## config.mk

```make
export PLATFORM = sky130hd
export DESIGN_NAME = hsh_mulq
export DESIGN_NICKNAME = d
export VERILOG_FILES = /design/src/hsh_pkg.sv /design/src/hsh_mulq.sv
export SDC_FILE = /design/constraint.sdc
export NUM_CORES = 2
export LEC_CHECK = 0
export ABC_AREA = 1
export CORE_MARGIN = 4
export CORE_UTILIZATION = 50
export DETAILED_ROUTE_END_ITERATION = 8
export DONT_BUFFER_PORTS = 1
export HOLD_SLACK_MARGIN = 0.1
export PLACE_DENSITY_LB_ADDON = 0.15
export SYNTH_ARGS = -nofsm -noshare
export SYNTH_HDL_FRONTEND = slang
export SYNTH_SLANG_ARGS = --single-unit
```

## constraint.sdc

```tcl
create_clock -name clk_i -period 8.6 [get_ports clk_i]
set_input_delay 1.29 -clock clk_i [delete_from_list [all_inputs] [get_ports clk_i]]
set_output_delay 1.29 -clock clk_i [all_outputs]
set_load 0.02 [all_outputs]
```

## src/hsh_pkg.sv

```systemverilog
// ----------------------------------------------------------------------------
// Hessian core package
// Widths, register codes, pair indexing and saturation helpers.
// ----------------------------------------------------------------------------
package hsh_pkg;

  localparam int unsigned FW        = 32;   // gradient entry width
  localparam int unsigned OW        = 48;   // result value width
  localparam int unsigned CfgW      = 32;
  localparam int unsigned CfgIdxW   = 2;
  localparam int unsigned RowW      = 2;
  localparam int unsigned NumRows   = 4;
  localparam int unsigned NumPairs  = 10;
  localparam int unsigned ChunkW    = 32;   // partial product slice
  localparam int unsigned ClampW    = 62;   // holds +/- 2^60
  localparam int unsigned MulLat    = 3;
  localparam int unsigned InDataW   = 4 * FW;
  localparam int unsigned OutDataW  = 6 * OW;
  localparam int unsigned OutUserW  = RowW + 1;

  localparam logic signed [63:0] ClampLim = 64'sd1 <<< 60;
  localparam logic signed [63:0] Max48    = (64'sd1 <<< 47) - 64'sd1;
  localparam logic signed [63:0] Min48    = -(64'sd1 <<< 47);

  localparam logic [CfgW-1:0] LambdaRst = 32'd65536;
  localparam logic [CfgW-1:0] MuRst     = 32'd65536;
  localparam logic [CfgW-1:0] BetaRst   = 32'd16384;
  localparam logic [CfgW-1:0] AlphaRst  = 32'd65536;

  localparam logic signed [49:0] ThreeQ16 = 50'sd196608;
  localparam logic signed [61:0] NineQ16  = 62'sd589824;

  typedef enum logic [CfgIdxW-1:0] {
    CFG_LAMBDA,
    CFG_MU,
    CFG_BETA,
    CFG_ALPHA
  } cfg_idx_e;

  typedef logic signed [ClampW-1:0] clamp_t;

  // Scaled, clamped product with its clamp flag
  typedef struct packed {
    logic   sat;
    clamp_t val;
  } mul_res_t;

  // Slot of the symmetric pair (a, b) among the ten distinct entries
  function automatic int unsigned pair_idx(int unsigned a, int unsigned b);
    int unsigned lo;
    int unsigned hi;
    int unsigned base;
    lo = (a < b) ? a : b;
    hi = (a < b) ? b : a;
    priority if (lo == 0) base = 0;
    else if (lo == 1)     base = 4;
    else if (lo == 2)     base = 7;
    else                  base = 9;
    return base + hi - lo;
  endfunction

  // Rows whose cofactor entry carries a minus sign
  function automatic logic row_neg(int unsigned r);
    return (r == 1) || (r == 2);
  endfunction

  // Saturate to the result width; top bit flags a clamp
  function automatic logic [OW:0] sat48(logic signed [63:0] v);
    logic [OW:0] r;
    if (v > Max48) begin
      r = {1'b1, Max48[OW-1:0]};
    end else if (v < Min48) begin
      r = {1'b1, Min48[OW-1:0]};
    end else begin
      r = {1'b0, v[OW-1:0]};
    end
    return r;
  endfunction

endpackage

```

## src/hsh_mulq.sv

```systemverilog
// ----------------------------------------------------------------------------
// Hessian core scaled multiplier
// Exact signed product from 33x33 partial products, floor shift and clamp
// to +/- 2^60, three register stages.
// ----------------------------------------------------------------------------
module hsh_mulq #(
  parameter int unsigned AW = 33,
  parameter int unsigned BW = 33,
  parameter int unsigned SH = 16
) (
  input  logic                     clk_i,
  input  logic                     en_i,
  input  logic signed [AW-1:0]     a_i,
  input  logic signed [BW-1:0]     b_i,
  output hsh_pkg::mul_res_t        res_o
);
  import hsh_pkg::*;

  localparam int unsigned NA  = (AW + ChunkW - 1) / ChunkW;
  localparam int unsigned NB  = (BW + ChunkW - 1) / ChunkW;
  localparam int unsigned XA  = NA * ChunkW;
  localparam int unsigned XB  = NB * ChunkW;
  localparam int unsigned PW  = AW + BW;
  localparam int unsigned PPW = 2 * (ChunkW + 1);
  localparam logic signed [PW-1:0] LimP = PW'(ClampLim);

  logic signed [XA-1:0]     a_ext;
  logic signed [XB-1:0]     b_ext;
  logic signed [ChunkW:0]   ca [NA];
  logic signed [ChunkW:0]   cb [NB];
  logic signed [PPW-1:0]    pp_q [NA][NB];
  logic signed [PW-1:0]     sum_d, sum_q;
  logic signed [PW-1:0]     shr;
  mul_res_t                 res_d, res_q;

  assign a_ext = XA'(a_i);
  assign b_ext = XB'(b_i);

  // Slice operands: lower slices unsigned, top slice carries the sign
  always_comb begin
    for (int i = 0; i < NA; i++) begin
      ca[i] = (i == NA - 1) ? {a_ext[ChunkW*i+ChunkW-1], a_ext[ChunkW*i +: ChunkW]}
                            : {1'b0, a_ext[ChunkW*i +: ChunkW]};
    end
    for (int j = 0; j < NB; j++) begin
      cb[j] = (j == NB - 1) ? {b_ext[ChunkW*j+ChunkW-1], b_ext[ChunkW*j +: ChunkW]}
                            : {1'b0, b_ext[ChunkW*j +: ChunkW]};
    end
  end

  // Stage 1: partial products
  always_ff @(posedge clk_i) begin
    if (en_i) begin
      for (int i = 0; i < NA; i++) begin
        for (int j = 0; j < NB; j++) begin
          pp_q[i][j] <= ca[i] * cb[j];
        end
      end
    end
  end

  // Stage 2: weighted sum of partial products
  always_comb begin
    sum_d = '0;
    for (int i = 0; i < NA; i++) begin
      for (int j = 0; j < NB; j++) begin
        sum_d = sum_d + (PW'(pp_q[i][j]) <<< (ChunkW * (i + j)));
      end
    end
  end

  always_ff @(posedge clk_i) begin
    if (en_i) begin
      sum_q <= sum_d;
    end
  end

  // Stage 3: floor scale and clamp
  always_comb begin
    shr       = sum_q >>> SH;
    res_d.sat = 1'b0;
    res_d.val = ClampW'(shr);
    if (shr > LimP) begin
      res_d.sat = 1'b1;
      res_d.val = ClampW'(LimP);
    end else if (shr < -LimP) begin
      res_d.sat = 1'b1;
      res_d.val = ClampW'(-LimP);
    end
  end

  always_ff @(posedge clk_i) begin
    if (en_i) begin
      res_q <= res_d;
    end
  end

  assign res_o = res_q;

endmodule

```

==> impl_metrics.ini <==
[outcome]
status = finished clean

[grt]
antenna_found_initial = 2
grt_pass1_vias = 37000
overflow = 0
grt_pass1_wl_um = 227000
grt_max_degree = 219
grt_usage = 0.308

[logic_synthesis]
synth.cell_area_um2 = 46700
ys_warn_count = 0
ys_top_cells_by_area = fa_1, edfxtp_1, inv_1, nand2_1, ha_1
synth_mux_area_frac = 0
synth_seq_cells = 218
synth-seq-area-share = 0.140
synth_top_area_cell = fa_1
synth_top_family_by_area = adder cells
yosys.area_share.simple = 0.170
syn-instance-count = 5765
synth_top_area_share = 0.398
synth_compound_area_frac = 0.0294
synth-xor-area-share = 0.0210
netlist-cell-type-count = 48
synthAdderAreaFrac = 0.477
synth_edf_count = 218
avgSynthCellArea_um2 = 8.10
synthArstFlopShare = 0
synth_flop_cell = edfxtp_1

[worst_setup_path]
critPathCaptureType = register
worstPathRequired_ps = 8890
startpoint_type = input port
reg2reg_slack_ps = 5210
worstPathArrival_ps = 7710
path_class = input port to register
rr_worst_depth = 10
cp_max_fo = 33
r2r-start = pp_q[0][99]$_DFFE_PP_
rr_endpoint = sum_q[63]$_DFFE_PP_

[sta]
final_max_slew_viol_count = 0
finalSetupViolCount = 0
hold_viol_final = 0
min_period_ps = 7420
skew_ps = 14.9
post-route-period-util = 0.862
worstMarginPinSlew_ps = 1130
max-slew-margin-rel = 0.250
tns_ps = 0
fmax_mhz = 135
rsz0062_at_grt = no

[final_layout]
multi_input_area_um2 = 32600
seqCellArea_um2 = 6550
syn_to_final_growth_pct = 2.88
fill_cells = 8871
fin_nets = 6812
layout_common_cells = inv_1, nand2_1, fa_1
drive_gt1_frac = 0.0188
final_common_cell = inv_1

[floorplanning]
boundaryPins = 131
die_w_um = 314
fp.dieH_um = 314
fp-row-count = 111
coreArea_um2 = 92100
initial_core_util = 0.507
die_area_um2 = 98300

[clock_network]
cts_hold_buf = 0
cts_resized = 0
postCtsSetupRepairBufs = 0
htreeDepth = 1
cts_made_buffers = 25
worstSkewPairLatency_ps = 540
clk_path_buf_depth = 3
path_clk_slew_ps = 60
cts_tree = done
cts.sinks = 218
root_buffer = clkbuf_16

[flow_run]
drv_cap = 0

[min_path]
min_from = pp_q[0][83]$_DFFE_PP_
hold_path.class = register to register
holdPathStages = 0
hold_end = sum_q[17]$_DFFE_PP_

[routing]
vias_per_cell = 5.18
wl_per_cell_um = 21.9
antenna_left = 0
drtPass1Iterations = 5
remaining_drc_errors = 0
routed-via-count = 35200
postRouteWirelength_um = 149000
drtIter0Drc = 2654

[placement]
gp_congestion = 0.968
hpwl_um = 115000
io_buffers = 0
[Yosys cell counts, types with 4 or more instances]
master and n:
buf_6 4, buf_2 6, xor2_1 86, a21o_1 12
nand2_1 1491, inv_2 6, nor2_2 23, nor3_1 43
clkbuf_1 240, nor4_1 14, nor2_4 8, nand3_1 73
nand4_1 29, o21a_1 5, fa_1 929, edfxtp_1 218
o21ai_0 80, a31oi_1 4, nor2_1 248, buf_1 11
ha_1 294, inv_1 1707, a21oi_1 134, o21bai_1 9
nand2_2 8, xnor2_1 26, buf_4 13, nand3b_1 5
o21ai_1 7
[per-layer routing]
metal  share of wire  global-route usage  wire length (um)  up-vias
met5               0                   0                 0        -
met4           0.036              0.0920              5280        0
met3           0.069              0.0378             10200      246
met2            0.49               0.533             73400     1316
met1            0.40               0.408             59700    17700
li1                -                   -                 -    15900
[sequential cells by signal, summed over array words and instances (netlist names)]
register,cells
sum_q,50
pp_q,118
res_o,50
[cell type report]
type                    instances  share of cell area
diodes                          2            0.000104
clock buffers                  27              0.0132
clock inverters                18             0.00487
inverters                    1713               0.134
multi-input cells            3561               0.679
flip-flops and latches        218               0.136
well taps                    1243              0.0324
repair buffers                  2            0.000573
[logic make-up after synthesis]
| group | count (synthesis) |
|---|---|
| compound gates | 257 |
| xor+xnor | 112 |
| fa+ha+maj | 1223 |
| buf+inv | 1987 |
| flops | 218 |
| other cells | 1 |
| simple gates | 1967 |
[worst max-delay path, cell delays in order]
cell and delay [ps]:
nand2_1 70, inv_1 50, fa_1 530, inv_1 50
fa_1 520, inv_1 50, fa_1 490, inv_1 50
fa_1 520, inv_1 50, fa_1 500, fa_1 420
fa_1 490, inv_1 50, fa_1 510, inv_1 50
ha_1 400, a21oi_1 280, o21ai_0 180, nand2_1 120
nand2_1 70, a21oi_1 380, nor2_1 110, nor2_1 210
nand2_1 80, nand2_1 60, nand2_1 60
[per-stage QoR]
step | cells | area [um2] | hold slack (ps) | utilization | worst slack, ps
2_1_floorplan | 5766 | 46700 | 400 | - | 1120
6_report | 6784 | 48000 | 416 | 0.521 | 1180
4_1_cts | 6782 | 48000 | 414 | 0.521 | 1220
3_3_place_gp | 6737 | 47100 | 401 | 0.512 | 701
3_5_place_dp | 6737 | 47100 | 405 | 0.512 | 689
5_1_grt | 6782 | 48000 | 423 | 0.521 | 958
[worst max path at each step]
stage / start / to / slack, ps / cells after the start
3_3_place_gp: b_i[5] / pp_q[0][88]$_DFFE_PP_ / 700 / 21
4_1_cts: b_i[2] / pp_q[0][88]$_DFFE_PP_ / 1220 / 21
3_5_place_dp: b_i[5] / pp_q[0][88]$_DFFE_PP_ / 690 / 22
6_report: b_i[17] / pp_q[0][124]$_DFFE_PP_ / 1180 / 27
2_1_floorplan: b_i[8] / pp_q[0][125]$_DFFE_PP_ / 1120 / 28
5_1_grt: b_i[17] / pp_q[0][124]$_DFFE_PP_ / 960 / 27
Power is left out: the tool's default activity adds up to more than one toggle a clock period on the data nets, which glitch-free logic cannot reach.
